$ cat src/hdl/u8nh_pkg.sv
// shared types and constants for the utf-8 word normalize and hash unit
// holds the queue entry layout between the decode front end and the hash back end
// no dependencies
`default_nettype none

package u8nh_pkg;

  // what a decoded code point asks of the back end
  typedef enum logic [1:0] {
    KIND_SPACE  = 2'd0,
    KIND_LETTER = 2'd1,
    KIND_JOINER = 2'd2,
    KIND_END    = 2'd3
  } kind_t;

  // one queue entry: kind plus the utf-8 encoding, first byte in the top bits
  typedef struct packed {
    kind_t       kind;
    logic [2:0]  nbytes;
    logic [31:0] bytes;
  } entry_t;

  localparam int QUEUE_DEPTH = 4;
  localparam int QUEUE_AW    = $clog2(QUEUE_DEPTH);

endpackage

`default_nettype wire

$ cat src/hdl/utf8_word_normalize_and_hash_unit.sv
// top level of the utf-8 word normalize and hash unit
// instantiates u8nh_front, u8nh_fifo and u8nh_back; uses u8nh_pkg
//
//  channel   handshake            payload
//  input     push / full          in_byte
//  result    empty / pop          key_length, primary_hash, secondary_hash
//  config    cfg_we               cfg_wdata (out_capacity)
//
// the front end takes one byte a cycle while the entry queue has room
// the back end takes one queue entry at a time in idle, then hashes its bytes, an owed space first
// a finished word waits in the result register; the queue keeps filling meanwhile
// synchronous active-high reset; out_capacity resets to 128, no clearing pass
`default_nettype none

module utf8_word_normalize_and_hash_unit #(
  parameter int MAX_CAPACITY = 256
) (
  input  wire logic        clk,
  input  wire logic        rst,
  input  wire logic        push,
  output logic             full,
  input  wire logic [7:0]  in_byte,
  output logic             empty,
  input  wire logic        pop,
  output logic [7:0]       key_length,
  output logic [31:0]      primary_hash,
  output logic [31:0]      secondary_hash,
  input  wire logic        cfg_we,
  input  wire logic [8:0]  cfg_wdata
);
  import u8nh_pkg::*;

  localparam int          CAP_LIMIT   = (MAX_CAPACITY < 256) ? MAX_CAPACITY : 256;
  localparam logic [8:0]  CAP_LIMIT_W = 9'(CAP_LIMIT);

  logic [8:0] out_capacity;
  logic [8:0] cap;
  logic       take;
  logic       f_push, q_valid, q_pop;
  entry_t     f_entry, q_entry;

  assign take = push && !full;
  assign cap  = (out_capacity > CAP_LIMIT_W) ? CAP_LIMIT_W : out_capacity;

  // capacity register
  always_ff @(posedge clk) begin
    if (rst) out_capacity <= 9'd128;
    else if (cfg_we) out_capacity <= cfg_wdata;
  end

  u8nh_front u_front (
    .clk     (clk),
    .rst     (rst),
    .take    (take),
    .in_byte (in_byte),
    .q_entry (f_entry),
    .q_push  (f_push)
  );

  u8nh_fifo u_fifo (
    .clk       (clk),
    .rst       (rst),
    .wr_en     (f_push),
    .wr_data   (f_entry),
    .rd_en     (q_pop),
    .rd_data   (q_entry),
    .full      (full),
    .not_empty (q_valid)
  );

  u8nh_back u_back (
    .clk            (clk),
    .rst            (rst),
    .cap            (cap),
    .q_valid        (q_valid),
    .q_entry        (q_entry),
    .q_pop          (q_pop),
    .pop            (pop),
    .empty          (empty),
    .key_length     (key_length),
    .primary_hash   (primary_hash),
    .secondary_hash (secondary_hash)
  );

endmodule

`default_nettype wire

$ cat src/hdl/u8nh_front.sv
// decode front end: utf-8 decoder, case folding and classification
// turns each accepted byte into at most one queue entry; uses u8nh_pkg
`default_nettype none

module u8nh_front (
  input  wire logic            clk,
  input  wire logic            rst,
  input  wire logic            take,
  input  wire logic [7:0]      in_byte,
  output u8nh_pkg::entry_t     q_entry,
  output logic                 q_push
);
  import u8nh_pkg::*;

  localparam logic [20:0] CP_RSQUO = 21'h2019;
  localparam logic [20:0] CP_NNBSP = 21'h202F;
  localparam logic [20:0] CP_NBSP  = 21'h00A0;

  // latin and cyrillic capitals to lower case
  function automatic logic [20:0] fold(input logic [20:0] cp);
    logic [20:0] r;
    r = cp;
    if (cp >= 21'h41 && cp <= 21'h5A) r = cp + 21'h20;
    else if ((cp >= 21'hC0 && cp <= 21'hD6) || (cp >= 21'hD8 && cp <= 21'hDE)) r = cp + 21'h20;
    else if (cp >= 21'h410 && cp <= 21'h42F) r = cp + 21'h20;
    else if (cp == 21'h401) r = 21'h451;
    else if (cp == 21'h404) r = 21'h454;
    else if (cp == 21'h406) r = 21'h456;
    else if (cp == 21'h407) r = 21'h457;
    else if (cp == 21'h490) r = 21'h491;
    return r;
  endfunction

  logic [20:0] acc, acc_next;
  logic [1:0]  left, left_next;
  logic        emit_cp;
  logic        is_end;
  logic [20:0] cp_raw;
  logic [20:0] cp;
  logic        cp_space, cp_letter, cp_joiner;

  // decoder step for the byte on the input
  always_comb begin
    acc_next  = acc;
    left_next = left;
    emit_cp   = 1'b0;
    is_end    = 1'b0;
    cp_raw    = {13'b0, in_byte};
    if (left != 2'd0 && in_byte[7:6] == 2'b10) begin
      acc_next  = {acc[14:0], in_byte[5:0]};
      left_next = left - 2'd1;
      if (left == 2'd1) begin
        emit_cp = 1'b1;
        cp_raw  = {acc[14:0], in_byte[5:0]};
      end
    end else begin
      // a broken sequence yields no entry, like the replacement char, which is never kept
      left_next = 2'd0;
      if (in_byte == 8'h00) begin
        is_end   = 1'b1;
        acc_next = '0;
      end else if (!in_byte[7]) begin
        emit_cp = 1'b1;
      end else if (in_byte[7:5] == 3'b110) begin
        acc_next  = {16'b0, in_byte[4:0]};
        left_next = 2'd1;
      end else if (in_byte[7:4] == 4'b1110) begin
        acc_next  = {17'b0, in_byte[3:0]};
        left_next = 2'd2;
      end else if (in_byte[7:3] == 5'b11110) begin
        acc_next  = {18'b0, in_byte[2:0]};
        left_next = 2'd3;
      end
    end
  end

  // classify the folded code point
  always_comb begin
    cp        = fold(cp_raw);
    cp_space  = (cp == 21'h20) || (cp == 21'h09) || (cp == 21'h0D) || (cp == 21'h0A) ||
                (cp == CP_NBSP) || (cp == CP_NNBSP);
    cp_letter = (cp >= 21'h30 && cp <= 21'h39) || (cp >= 21'h61 && cp <= 21'h7A) ||
                (cp >= 21'hC0 && cp <= 21'h2AF) || (cp >= 21'h400 && cp <= 21'h52F);
    cp_joiner = (cp == 21'h2D) || (cp == 21'h27) || (cp == CP_RSQUO);
  end

  // entry build: kind and utf-8 encoding
  always_comb begin
    q_push = take && (is_end || (emit_cp && (cp_space || cp_letter || cp_joiner)));
    if (is_end)         q_entry.kind = KIND_END;
    else if (cp_space)  q_entry.kind = KIND_SPACE;
    else if (cp_letter) q_entry.kind = KIND_LETTER;
    else                q_entry.kind = KIND_JOINER;
    if (cp <= 21'h7F) begin
      q_entry.nbytes = 3'd1;
      q_entry.bytes  = {cp[7:0], 24'b0};
    end else if (cp <= 21'h7FF) begin
      q_entry.nbytes = 3'd2;
      q_entry.bytes  = {3'b110, cp[10:6], 2'b10, cp[5:0], 16'b0};
    end else if (cp <= 21'hFFFF) begin
      q_entry.nbytes = 3'd3;
      q_entry.bytes  = {4'b1110, cp[15:12], 2'b10, cp[11:6], 2'b10, cp[5:0], 8'b0};
    end else begin
      q_entry.nbytes = 3'd4;
      q_entry.bytes  = {5'b11110, cp[20:18], 2'b10, cp[17:12], 2'b10, cp[11:6],
                        2'b10, cp[5:0]};
    end
  end

  // decoder state
  always_ff @(posedge clk) begin
    if (rst) begin
      acc  <= '0;
      left <= 2'd0;
    end else if (take) begin
      acc  <= acc_next;
      left <= left_next;
    end
  end

endmodule

`default_nettype wire

$ cat src/hdl/u8nh_fifo.sv
// short queue of decoded entries between front and back end
// register based, depth from u8nh_pkg
`default_nettype none

module u8nh_fifo (
  input  wire logic             clk,
  input  wire logic             rst,
  input  wire logic             wr_en,
  input  wire u8nh_pkg::entry_t wr_data,
  input  wire logic             rd_en,
  output u8nh_pkg::entry_t      rd_data,
  output logic                  full,
  output logic                  not_empty
);
  import u8nh_pkg::*;

  entry_t                store [QUEUE_DEPTH];
  logic [QUEUE_AW-1:0]   wr_ptr, rd_ptr;
  logic [QUEUE_AW:0]     count;
  logic                  do_wr, do_rd;

  assign full      = (count == (QUEUE_AW+1)'(QUEUE_DEPTH));
  assign not_empty = (count != '0);
  assign do_wr     = wr_en && !full;
  assign do_rd     = rd_en && not_empty;
  assign rd_data   = store[rd_ptr];

  // entry storage
  always_ff @(posedge clk) begin
    if (do_wr) store[wr_ptr] <= wr_data;
  end

  // pointers and fill count
  always_ff @(posedge clk) begin
    if (rst) begin
      wr_ptr <= '0;
      rd_ptr <= '0;
      count  <= '0;
    end else begin
      if (do_wr) wr_ptr <= wr_ptr + QUEUE_AW'(1);
      if (do_rd) rd_ptr <= rd_ptr + QUEUE_AW'(1);
      if (do_wr && !do_rd) count <= count + (QUEUE_AW+1)'(1);
      else if (do_rd && !do_wr) count <= count - (QUEUE_AW+1)'(1);
    end
  end

endmodule

`default_nettype wire

$ cat src/hdl/u8nh_back.sv
// hash back end: capacity check, space insertion, one byte of fnv-1a and djb2-xor a cycle
// holds the word state and the result register; uses u8nh_pkg
`default_nettype none

module u8nh_back (
  input  wire logic             clk,
  input  wire logic             rst,
  input  wire logic [8:0]       cap,
  input  wire logic             q_valid,
  input  wire u8nh_pkg::entry_t q_entry,
  output logic                  q_pop,
  input  wire logic             pop,
  output logic                  empty,
  output logic [7:0]            key_length,
  output logic [31:0]           primary_hash,
  output logic [31:0]           secondary_hash
);
  import u8nh_pkg::*;

  localparam logic [31:0] FNV_BASIS = 32'd2166136261;
  localparam logic [31:0] FNV_MULT  = 32'd16777619;
  localparam logic [31:0] DJB_BASIS = 32'd5381;
  localparam logic [31:0] DJB_MULT  = 32'd33;

  typedef enum logic [1:0] {
    ST_IDLE = 2'b01,
    ST_HASH = 2'b10
  } state_t;

  state_t      state;
  logic        word_started, space_pending, halted;
  logic [7:0]  out_length, kept_length;
  logic [31:0] running_fnv, kept_fnv, running_djb, kept_djb;
  logic [31:0] shift;
  logic [2:0]  cnt;
  logic        with_space, cur_letter;
  logic        out_valid;

  logic        is_letter, need_space, skip, end_ready;
  logic [9:0]  total;
  logic [7:0]  hash_byte;
  logic [31:0] fnv_step, djb_step;

  // entry decisions in idle
  always_comb begin
    is_letter  = (q_entry.kind == KIND_LETTER);
    need_space = space_pending && is_letter;
    total      = {2'b0, out_length} + {7'b0, q_entry.nbytes} + {9'b0, need_space};
    skip       = halted || (q_entry.kind == KIND_JOINER && !word_started);
    end_ready  = !out_valid || pop;
    q_pop      = (state == ST_IDLE) && q_valid && (q_entry.kind != KIND_END || end_ready);
  end

  // one hash byte
  always_comb begin
    hash_byte = with_space ? 8'h20 : shift[31:24];
    fnv_step  = 32'((running_fnv ^ {24'b0, hash_byte}) * FNV_MULT);
    djb_step  = 32'(running_djb * DJB_MULT) ^ {24'b0, hash_byte};
  end

  assign empty          = !out_valid;

  // word state, hash engine and result register
  always_ff @(posedge clk) begin
    if (rst) begin
      state         <= ST_IDLE;
      out_valid     <= 1'b0;
      word_started  <= 1'b0;
      space_pending <= 1'b0;
      halted        <= 1'b0;
      out_length    <= '0;
      kept_length   <= '0;
      running_fnv   <= FNV_BASIS;
      kept_fnv      <= FNV_BASIS;
      running_djb   <= DJB_BASIS;
      kept_djb      <= DJB_BASIS;
      cnt           <= '0;
      with_space    <= 1'b0;
    end else begin
      // result register fill and drain
      if (q_pop && q_entry.kind == KIND_END) out_valid <= 1'b1;
      else if (pop && out_valid) out_valid <= 1'b0;
      unique case (state)
        ST_IDLE: begin
          if (q_pop) begin
            case (q_entry.kind)
              KIND_END: begin
                key_length     <= kept_length;
                primary_hash   <= kept_fnv;
                secondary_hash <= kept_djb;
                word_started   <= 1'b0;
                space_pending  <= 1'b0;
                halted         <= 1'b0;
                out_length     <= '0;
                kept_length    <= '0;
                running_fnv    <= FNV_BASIS;
                kept_fnv       <= FNV_BASIS;
                running_djb    <= DJB_BASIS;
                kept_djb       <= DJB_BASIS;
              end
              KIND_SPACE: begin
                if (!halted) space_pending <= word_started;
              end
              default: begin
                if (!skip) begin
                  if (total >= {1'b0, cap}) begin
                    halted <= 1'b1;
                  end else begin
                    state        <= ST_HASH;
                    shift        <= q_entry.bytes;
                    cnt          <= q_entry.nbytes;
                    with_space   <= need_space;
                    cur_letter   <= is_letter;
                    out_length   <= total[7:0];
                    word_started <= 1'b1;
                    if (need_space) space_pending <= 1'b0;
                  end
                end
              end
            endcase
          end
        end
        ST_HASH: begin
          running_fnv <= fnv_step;
          running_djb <= djb_step;
          if (with_space) begin
            with_space <= 1'b0;
          end else begin
            shift <= {shift[23:0], 8'b0};
            cnt   <= cnt - 3'd1;
            if (cnt == 3'd1) begin
              state <= ST_IDLE;
              if (cur_letter) begin
                kept_length <= out_length;
                kept_fnv    <= fnv_step;
                kept_djb    <= djb_step;
              end
            end
          end
        end
        default: state <= ST_IDLE;
      endcase
    end
  end

  // a halted word never starts hashing a code point
  a_no_hash_when_halted: assert property (@(posedge clk) disable iff (rst)
    (state == ST_HASH) |-> !halted)
    else $error("hash engine busy on a halted word");

  // the kept prefix never runs past the appended length
  a_kept_within_length: assert property (@(posedge clk) disable iff (rst)
    kept_length <= out_length)
    else $error("kept length beyond appended length");

  // nothing is appended before the first letter
  a_empty_until_started: assert property (@(posedge clk) disable iff (rst)
    !word_started |-> (out_length == '0 && kept_fnv == FNV_BASIS))
    else $error("bytes appended before word start");

  // a code point in progress always has bytes left
  a_hash_count_live: assert property (@(posedge clk) disable iff (rst)
    (state == ST_HASH) |-> (cnt != 3'd0))
    else $error("hash engine with no bytes left");

endmodule

`default_nettype wire

$ cat config.mk
export PLATFORM = sky130hd
export DESIGN_NAME = utf8_word_normalize_and_hash_unit
export DESIGN_NICKNAME = d
export VERILOG_FILES = /design/src/hdl/u8nh_pkg.sv /design/src/hdl/utf8_word_normalize_and_hash_unit.sv /design/src/hdl/u8nh_front.sv /design/src/hdl/u8nh_fifo.sv /design/src/hdl/u8nh_back.sv
export SDC_FILE = /design/constraint.sdc
export NUM_CORES = 1
export LEC_CHECK = 0
export ABC_AREA = 1
export BUFFER_PORTS_ARGS = -buffer_cell sky130_fd_sc_hd__buf_2
export CORE_AREA = 4 4 168 293
export CTS_CLUSTER_DIAMETER = 200
export DETAILED_ROUTE_END_ITERATION = 10
export DIE_AREA = 0 0 172 297
export PLACE_DENSITY = 0.75
export SYNTH_ARGS = -nofsm -noshare
export SYNTH_HDL_FRONTEND = slang
export SYNTH_HIERARCHICAL = 1
export SYNTH_SLANG_ARGS = --single-unit
$ cat constraint.sdc
create_clock -name clk -period 20.1 [get_ports clk]
set_input_delay 6.03 -clock clk [delete_from_list [all_inputs] [get_ports clk]]
set_output_delay 6.03 -clock clk [all_outputs]
set_load 0.02 [all_outputs]
# After elaboration in Yosys (flattened, before gate mapping)
# Memory sizes are Yosys's and may differ from the RTL's. A register that Yosys moved wholly into a read port is not among the register bits.
# Index checks and enable logic that the tools add are counted.
word_totals:
  regBits: 292
  ramBits: 148
  input_bits: 22
  out_inout_bits: 74
  wordCells: 274
  memories: 1
mem_list:
  columns: ["name", "words", "width", "read_ports", "rd_clocked_by_memory_dff", "wr", "line_no", "rtl"]
  rows:
  - ["u_fifo.store", 4, 37, 1, 1, 1, "u8nh_fifo.sv:17", "entry_t store [QUEUE_DEPTH];"]
classes:
  addsub: 9
  multipliers: 2
  n_lt_le_gt_ge: 21
  eq_ne: 40
  muxes: 102
  bitwise_logic: 7
  reduce_logical: 68
op_table:
  columns: ["operator", "count"]
  rows:
  - ["$mux 32", 15]
  - ["$pmux 32 s2", 5]
  - ["$mux 21", 10]
  - ["$eq 21x11->1 const B", 5]
  - ["$mux 35", 3]
  - ["$mux 15", 6]
  - ["$mux 8", 8]
  - ["$xor 32x8->32", 2]
  - ["$eq 21x4->1 const B", 3]
  - ["$eq 21x6->1 const B", 3]
  - ["$ge 21x8->1 const B", 3]
  - ["$le 21x11->1 const B", 3]
  - ["$le 21x7->1 const B", 3]
  - ["$eq 21x14->1 const B", 2]
  - ["$ge 21x11->1 const B", 2]
  - ["$ge 21x7->1 const B", 2]
  - ["$le 21x8->1 const B", 2]
  - ["$mux 2", 17]
  - ["$mul 32x25->32 const B", 1]
  - ["$mul 32x6->32 const B", 1]
  - ["$pmux 8 s2", 2]
  - ["$reduce_and 6->1", 5]
  - ["$logic_and 1x1->1", 22]
  - ["$mux 1", 22]
  - ["42 further kinds", 102]

# Logic depth before layout (Yosys ltp)
# Gate-level depths: netlist of the first run.
logic_depth:
  ltp_word: 28
  ltp_mapped: 39
  depth_no_buf: 38

# Cells and area by module
# The synthesis of the first run kept the hierarchy.
by_module_without_submodules:
  columns: ["mod", "n_inst", "cells_per_inst", "area_per_inst_um2", "seq_area_each_um2"]
  rows:
  - ["u8nh_back", 1, 2163, 18052.3, 6236.0]
  - ["u8nh_fifo", 1, 427, 5972.0, 4624.4]
  - ["u8nh_front", 1, 439, 2494.9, 340.3]
  - ["utf8_word_normalize_and_hash_unit", 1, 58, 404.1, 180.2]

# Worst setup path before layout of the first run
# OpenSTA, ideal clock, no wires.
synth_path:
  kind: "input -> register"
  from: "input port rst"
  to: "register u_back.key_length[0], enable pin"
  setup_ns: 0.680
  arrival_time_ns: 13.335
  required_time_ns: 19.420
  slack_ns: 6.085
  cell_stages: 3
  path_buffers: 2
  cell_sequence: "clkbuf_1 clkbuf_1 nor4_1"
synth_between:
  elab_chain_cells: 2
synth_lines:
  columns: ["element", "line_no", "rtl"]
  rows:
  - ["start, declared", "utf8_word_normalize_and_hash_unit.sv:19", "input wire logic rst,"]
  - ["$not 1->1 (no source line)", null, null]
  - ["$reduce_and 4->1 (no source line)", null, null]
  - ["end signal, assigned", "u8nh_back.sv:88", "key_length <= kept_length;"]
  - ["end, declared", "u8nh_back.sv:14", "output logic [7:0] key_length,"]
# Every way passes these cells.
# A chain may end at the register's enable or synchronous reset.

# Final worst setup path of the first run
layout_path:
  from: "input port in_byte[6]"
  to: "memory u_fifo/store[1][9] (netlist name), enable pin"
layout_between:
  elab_chain_cells: 26
  word_cells_on_any_way: 75
  classes_between: "add/sub: 1; order compare: 16; eq/ne: 15; mux: 16; reduce/logical: 27"
layout_lines:
  columns: ["element", "line_no", "rtl"]
  rows:
  - ["start, declared", "utf8_word_normalize_and_hash_unit.sv:22", "input wire logic [7:0] in_byte,"]
  - ["branches (longest 21 deep; another with $mux 21)", null, null]
  - ["$logic_or 1x1->1 (*)", "u8nh_front.sv:89", "q_push = take && (is_end || (emit_cp && (cp_space || cp_letter || cp_joiner)));"]
  - ["$logic_and 1x1->1 (*)", "u8nh_front.sv:89", null]
  - ["net f_push", "utf8_word_normalize_and_hash_unit.sv:39", "logic f_push, q_valid, q_pop;"]
  - ["$logic_and 1x1->1 (*)", "u8nh_fifo.sv:24", "assign do_wr = wr_en && !full;"]
  - ["$mux 1 (*)", "u8nh_fifo.sv:30", "if (do_wr) store[wr_ptr] <= wr_data;"]
  - ["$mux 1 (implied by the code) (*)", "u8nh_fifo.sv:30", null]
  - ["end, declared", "u8nh_fifo.sv:17", null]
# Mark *: on every way through the listed nets, which the timed path passes.

==> summary by stage, run 1 <==
CTS
The clock buffer count from CTS is 42. The clock-pin slew on the worst setup and hold paths is 60 ps. The count of hold-fix buffers inserted at cts is 0.

The total of cells resized after clock tree synthesis is 0. The clock tree synthesis step divided the H-tree into 2 levels. The clock root buffer master is clkbuf_16.

After clock tree synthesis, the setup repair step added 0 buffers. The CTS tree is built. The clock passes through at most 3 buffers. The clock drives 442 sinks. Clock latency on the worst-skew pair, taken at its later pin, is 560 ps.

Timing
Subtracting the final worst setup slack from the clock period gives 10,680 ps. Dividing the final minimum period by the clock period gives 0.532. The worst slew margin relative to its limit is 0.190.

The upper clock frequency limit is 93.6 MHz. At the pin with the least slew margin, the transition time is 1210 ps. The final setup violation count is 0. The final worst clock skew is 19.6 ps. The hold violation count in the final report is 0.

The max-slew violation count was 0. Setup repair after global routing left no endpoint under its margin. After routing, the total negative slack on setup checks comes to 0 ps.

Global route
The global-route usage over all layers is 0.283. The global-route met1 utilization is 0.280. Entering global routing, the biggest net connects 118 pins. The first global-routing pass estimated 114,000 um of wire. For this run, global-route usage on met3 was measured as 0.0299. The number of global-route vias before repair is 22,100.

The remaining global-route overflow is 0. For met2 alone, demand over resource in global routing was 0.537. The most utilized layer in the global route result is met2. The initial antenna violation count was 0.

Yosys
In the synthesized netlist the async set-or-reset flop fraction comes to 0. The mapped netlist covers 26,900 um^2. Sorting the synthesized cells by area gives the leading types as edfxtp_1 28%, dfxtp_1 14%, ha_1 13%. The share of synthesized area in the top cell type comes to 0.282. The number of standard cells after synthesis is 3,087.

The synthesized netlist contains 60 unique library cells. The share of the Yosys chip area taken by registers is 0.423. During synthesis, Yosys emitted a total of 6 warnings.

The biggest area contributor in the post-synthesis netlist is edfxtp_1. The post-synthesis sequential element count is 442. Yosys mapped a number of flops with a built-in enable equal to 253. The top flip-flop cell by instance count after synthesis is edfxtp_1.

Each instance of the synthesized netlist takes up on average 8.72 um^2.

Floorplan
The area of the core is 46,800 um^2. For this design the top-level I/O count stands at 96. The die is 172 um wide. The number of placement rows is 105. The full die area is 51,100 um^2. The initial core utilization is 0.576. From bottom edge to top edge, the die measures 297 um.

Route
The number of DRC violations after detailed routing is 0. The number of violations reported at the end of detailed-routing iteration 0 is 1,277. The ratio of routed vias to standard cells is 5.69. The pre-antenna-repair detailed-routing pass consisted of 5 iterations.

Summed over all layers, the routed wires come to 72,500 um. After detailed routing, the average wire length per cell comes to 19.3 um. The via count of the routed design is 21,400. The post-route antenna net violation count is 0.

Outcome
The run finished with clean final reports.

Critical path
The data required time of the worst path is 20,260 ps. The longest individual stage delay on the worst path is 970 ps. The kind of end point of the critical path is a flip-flop. The critical path is of the primary input to flip-flop type. The maximum fanout encountered on the critical timing path is 37. The critical register-to-register path startpoint is u_back/with_space$_SDFFE_PP0P_. The end of the critical path is u_fifo/store[1][9]$_DFFE_PP_. Among all stages on the critical path, the largest delay is contributed by nor2_4. For the worst setup path, the data arrival time is 10,850 ps. The signal on the critical path passes through buf_2 > inv_2 > nand3_4 > a21oi_1 > nor2_1 > nand2_1 > nor3_1 > o21ai_1 > nand4_1 > inv_2 > nand2_1 > nor3_2 > nand3_1 > nand2_1 > nand2_1 > nand2_2 > nor2_2 > nand3_2 > nand2_1 > a21oi_2 > nand2_1 > nor2_4.

The most critical setup path has its startpoint at in_byte[6]. The number of cell instances on the worst register-to-register path is 19. The startpoint kind of the worst setup timing path is a primary input. The worst reg-to-reg setup slack is 13,550 ps. The reg-to-reg endpoint is u_back/running_fnv[16]$_SDFFE_PP0P_. By instance count, the cell type seen most on the critical path is nand2_1.

Cells and area
Relative to the synthesized area, the layout overhead comes to 8.27%. The ratio of cells with drive above 1 in the final layout is 0.0822. The finished cells cover 29,200 um^2.

In the layout the commonest cells are 579 x nand2_1, 451 x inv_1, 284 x ha_1. The number of antenna repair diodes is 0. Leaving out fill and tap cells, the most frequent cell in the layout is nand2_1.

The final layout net count is 3,526.

Placed design
The count of buffers added on input and output ports is 95. The global placement routability congestion is 1.00. The final HPWL from detailed placement is 54,800 um.

Summing all placed instances gives a cell area of 27,800 um^2.

Min path
The kind of path behind the tightest hold check is flip-flop to flip-flop. The worst hold path was traced through 0 stages.

Flow run
Max-cap violations in this run came to 0.
## through the flow
stage                util  std cells  setup WS, ps  hold slack, ps
finish              0.623       3764          9420             419
floorplan               -       3089          6090             403
global route        0.623       3764          9080             429
CTS                 0.623       3764          9410             423
global placement    0.594       3686          8920             410
detailed placement  0.594       3686          8830             410
## worst max-delay path, delay by kind of cell
| kind | cells | cell delay [ps] |
|---|---|---|
| AND/OR/NAND/NOR | 16 | 3600 |
| buffers and inverters | 3 | 530 |
| AO/OA/AOI/OAI | 3 | 600 |
## routing by layer
| layer | vias to the layer above | share of wire |
|---|---|---|
| li1 | 10400 | - |
| met1 | 10100 | 0.34 |
| met2 | 638 | 0.54 |
| met3 | 268 | 0.037 |
| met4 | 0 | 0.081 |
| met5 | - | 0 |
## worst min path at each step
stage | end | from
2_1_floorplan | u_back/primary_hash[13]$_DFFE_PP_ | u_back/kept_fnv[13]$_SDFFE_PP0P_
3_3_place_gp | u_back/secondary_hash[5]$_DFFE_PP_ | u_back/kept_djb[5]$_SDFFE_PP0P_
3_5_place_dp | u_back/primary_hash[5]$_DFFE_PP_ | u_back/kept_fnv[5]$_SDFFE_PP0P_
4_1_cts | u_back/primary_hash[22]$_DFFE_PP_ | u_back/kept_fnv[22]$_SDFFE_PP0P_
5_1_grt | u_back/primary_hash[9]$_DFFE_PP_ | u_back/kept_fnv[9]$_SDFFE_PP0P_
6_report | u_back/primary_hash[22]$_DFFE_PP_ | u_back/kept_fnv[22]$_SDFFE_PP0P_
## cell usage after synthesis (all sizes together), types with 2 or more instances
cell	count
a211oi	4
a21o	9
a21oi	250
a221oi	5
a22oi	5
a31oi	5
buf	43
clkbuf	59
dfxtp	189
edfxtp	253
fa	78
ha	284
inv	466
nand2	592
nand3	154
nand3b	9
nand4	40
nor2	269
nor3	27
nor3b	2
nor4	7
o2111ai	2
o211ai	4
o21a	3
o21ai	230
o21bai	9
o221ai	4
o22ai	44
or2	11
xnor2	11
xor2	10
## logic make-up after synthesis
kind of cell,Yosys count,synth area share
compound gates,576,0.115
buf+inv,569,0.0855
xor+xnor,21,0.00683
mux,1,0.000372
other cells,1,0.000139
flops,442,0.423
simple gates,1115,0.179
fa+ha+maj,362,0.190
## cell type report
type                       count  area, um^2
fill                        3968       17600
sequential                   442       11400
clock buffer                  50        1100
clock inverter                28         279
timing repair buffer         111         598
inverter                     467        1760
multi-input combinational   2078       13300
tap                          588         736
## state kept, by name, indices dropped and copies added (netlist names), 9 cells and up, named ones only
signal,flops
u_back/secondary_hash,32
u_back/kept_fnv,32
u_front/acc,15
u_fifo/store,148
out_capacity,9
u_back/shift,32
u_back/running_fnv,32
u_back/primary_hash,32
u_back/running_djb,32
u_back/kept_djb,32
Power of run 1 is left out: the tool's default activity adds up to more than one toggle a clock period on the data nets, which glitch-free logic cannot reach.
==> run 2: changes to the inputs <==
CORE_AREA = 4 4 170 295   (was 4 4 168 293)
DIE_AREA = 0 0 174 299   (was 0 0 172 297)
PLACE_DENSITY = 0.76   (was 0.75)
clock period = 8.9 ns   (was 20.1 ns; I/O delays follow)
==> run 2 against run 1 <==
Count of clock-buffer cells in the layout is 5 lower. Global-route usage is 0.60 points lower. Worst hold slack better by 7.1 ps. Sequential share of layout area is 0.12 points lower. Design area is 0.31% higher. Critical path depth is 1 higher. Register-to-register slack worse by 11000 ps. Clock skew hardly changed. Via count is 0.72% higher. Worst setup slack worse by 7300 ps. Non-clock buffer count is 5 higher. Highest routed layer unchanged.
==> summary by stage, run 2 (same netlist as run 1, synthesis figures left out) <==
Cells and area
u_fifo/store holds more flip-flops than any other register. The total of fill cells in the finished design came to 4,090 (+3.1%). Compared with the post-synthesis result, the final layout area differs by 8.61%. The library cells used most frequently in the layout, excluding fill and tap cells, are 579 x nand2_1, 451 x inv_1, 284 x ha_1. The number of antenna repair diodes is 0 (unchanged). The ratio of cells with drive above 1 in the final layout is 0.0837 (+0.00155).

The library cell used most frequently in the layout, excluding fill and tap cells, is nand2_1. The final layout net count is 3,529 (+0.085%). The flip-flop count of the largest register after layout is 148 (unchanged). The final cell utilization of the core came to 0.612 (-0.0108).

Global route
The largest net degree at the start of global routing is 106 (-10%). The remaining global-route overflow is 0 (unchanged). The global-route usage over all layers is 0.277 (-0.00597). The global-route wire length before repair is 115,000 um (+0.55%). The number of global-route vias before repair is 22,300 (+1.1%). The initial antenna violation count is 0 (unchanged).

Timing
The max-slew violation count is 0 (unchanged). Setup repair after global routing left no endpoint under its margin. The final-layout setup total negative slack is 0 ps (unchanged). Dividing the final minimum period by the clock period gives 0.765. The final worst clock skew is 19.6 ps (+0.0406 ps). The slew at the pin with the worst max-slew slack is 1220 ps (+5.78 ps). The worst path in the final design needs a cycle of 6810 ps, including I/O delays and setup. The worst slew margin relative to its limit was 0.188 (-0.00194).

The hold violation count in the final report is 0 (unchanged). The upper clock frequency limit is 147 MHz. The final setup violation count is 0 (unchanged).

Flow run
The number of maximum-capacitance violations is 0 (unchanged).

CTS
The level count of the clock H-tree came to 2 (unchanged). CTS placed an instance of clkbuf_16 at the clock tree root. The clock buffer count from CTS is 40 (-4.8%).

The clock-pin slew on the worst setup and hold paths is 70 ps (about the same). The total of cells resized after clock tree synthesis is 0 (unchanged). The maximum root-to-sink buffer count is 3 (unchanged). The post-CTS setup buffer count is 0 (unchanged). The count of hold-fix buffers inserted at cts came to 0 (unchanged).

The clock insertion delay at the later pin of the skew report came to 560 ps (about the same). The CTS tree is built. The number of clock sinks is 442 (unchanged).

Min path
The kind of path behind the tightest hold check is flip-flop to flip-flop. The number of cells traversed by the worst hold path is 0 (unchanged). The beginning of the worst hold path is u_back/kept_fnv[9]$_SDFFE_PP0P_.

The sink of the worst hold path is u_back/primary_hash[9]$_DFFE_PP_.

Critical path
The maximum fanout encountered on the critical timing path is 26 (-30%). The critical path class is primary input to flip-flop. The data required time of the worst path is 9170 ps (-11,090 ps). The number of cell instances on the worst register-to-register path is 19 (unchanged). The critical register-to-register path startpoint is u_back/with_space$_SDFFE_PP0P_.

The worst reg-to-reg setup slack is 2450 ps (-11,100 ps). The critical path arrival came to 7080 ps (-3770 ps). The worst setup path is captured at a flip-flop.

The reg-to-reg endpoint is u_back/kept_fnv[16]$_SDFFE_PP0P_. The worst setup path is launched from a primary input.

Floorplan
The area of the core is 47,700 um^2 (+2.1%). The number of top-level pins is 96 (unchanged). The die extent in x was 174 um (+1.2%). The initial core utilization was 0.564 (-0.0118). The y dimension of the die is 299 um (+0.67%). The full die area came to 52,000 um^2 (+1.8%). The number of placement rows is 106 (+0.95%).

Outcome
The run finished with clean final reports.

Route
The number of violations reported at the end of detailed-routing iteration 0 is 1,214 (-4.9%). The via count of the routed design is 21,600 (+0.72%). The ratio of routed vias to standard cells was 5.72 (+0.54%). The post-route antenna net violation count came to 0 (unchanged).

The length of the first detailed-routing pass in iterations was 6 (+1). The total routed wirelength was 72,800 um (+0.33%). The per-cell routed wire length is 19.3 um (+0.14%). The number of DRC violations after detailed routing is 0 (unchanged).

Placed design
The global placement routability congestion is 1.01 (+1.1%). The final HPWL from detailed placement was 54,900 um (+0.25%). The count of buffers from port buffering is 95 (unchanged).
run 2: cell count changes in the layout (fill, tap and decap cells not counted), moves of 2 or more:
cell,change
inv_8,-3
clkbuf_16,-3
clkbuf_1,-2
bufinv_16,+5
clkinv_1,-2
buf_4,+5
run 2: worst max-delay path by stage:
stage	start	to	slack, ps	depth (start not counted)
after CTS	in_byte[6]	u_fifo/store[1][0]$_DFFE_PP_	2080	25
after global placement	in_byte[6]	u_fifo/store[1][1]$_DFFE_PP_	1540	25
after detailed placement	in_byte[6]	u_fifo/store[1][3]$_DFFE_PP_	1500	25
final	in_byte[6]	u_fifo/store[1][3]$_DFFE_PP_	2090	23
after floorplan	rst	u_back/key_length[0]$_DFFE_PP_	1310	3
after global routing	in_byte[6]	u_fifo/count[2]$_SDFFE_PP0P_	1650	33
run 2: cell type report:
class                           count  area (um^2)  area share
Sequential cell                   442        11400       0.389
Inverter                          467         1760      0.0601
Clock inverter                     29          399      0.0136
Multi-Input combinational cell   2078        13300       0.455
Clock buffer                       45         1020      0.0349
Timing Repair Buffer              116          636      0.0217
Tap cell                          594          743      0.0254
run 2: worst max-delay path: stages:
cell     delay [ps]
buf_2           130
inv_2           140
nand3_4         220
inv_4           230
nand2_1         350
nand3_1         240
nor3_1           90
o21ai_1         160
nand4_1         320
inv_2           270
nand2_1         110
nor3_2          140
nand3_1         100
nand2_1          90
nand2_1          60
nand2_2          80
nor2_2           50
nand3_2          80
nand2_1          70
a21oi_2         180
nand2_1         270
nor2_4          740
buf_4           290
run 2: per-layer routing:
metal	track usage	routed length [um]	vias up
li1	-	-	10400
met1	0.272	24700	10200
met2	0.533	39300	722
met3	0.0305	3140	260
met4	0.191	5640	0
met5	0	0	-
run 2: per-stage QoR:
step	std cells	cell area [um^2]	worst slack [ps]	hold WS [ps]
after detailed placement	3697	27800	1500	410
after floorplan	3089	26900	1310	403
final	3771	29200	2090	426
after global routing	3771	29200	1650	431
after CTS	3771	29200	2080	424
after global placement	3697	27800	1540	410
Power of run 2 is left out for the same reason.
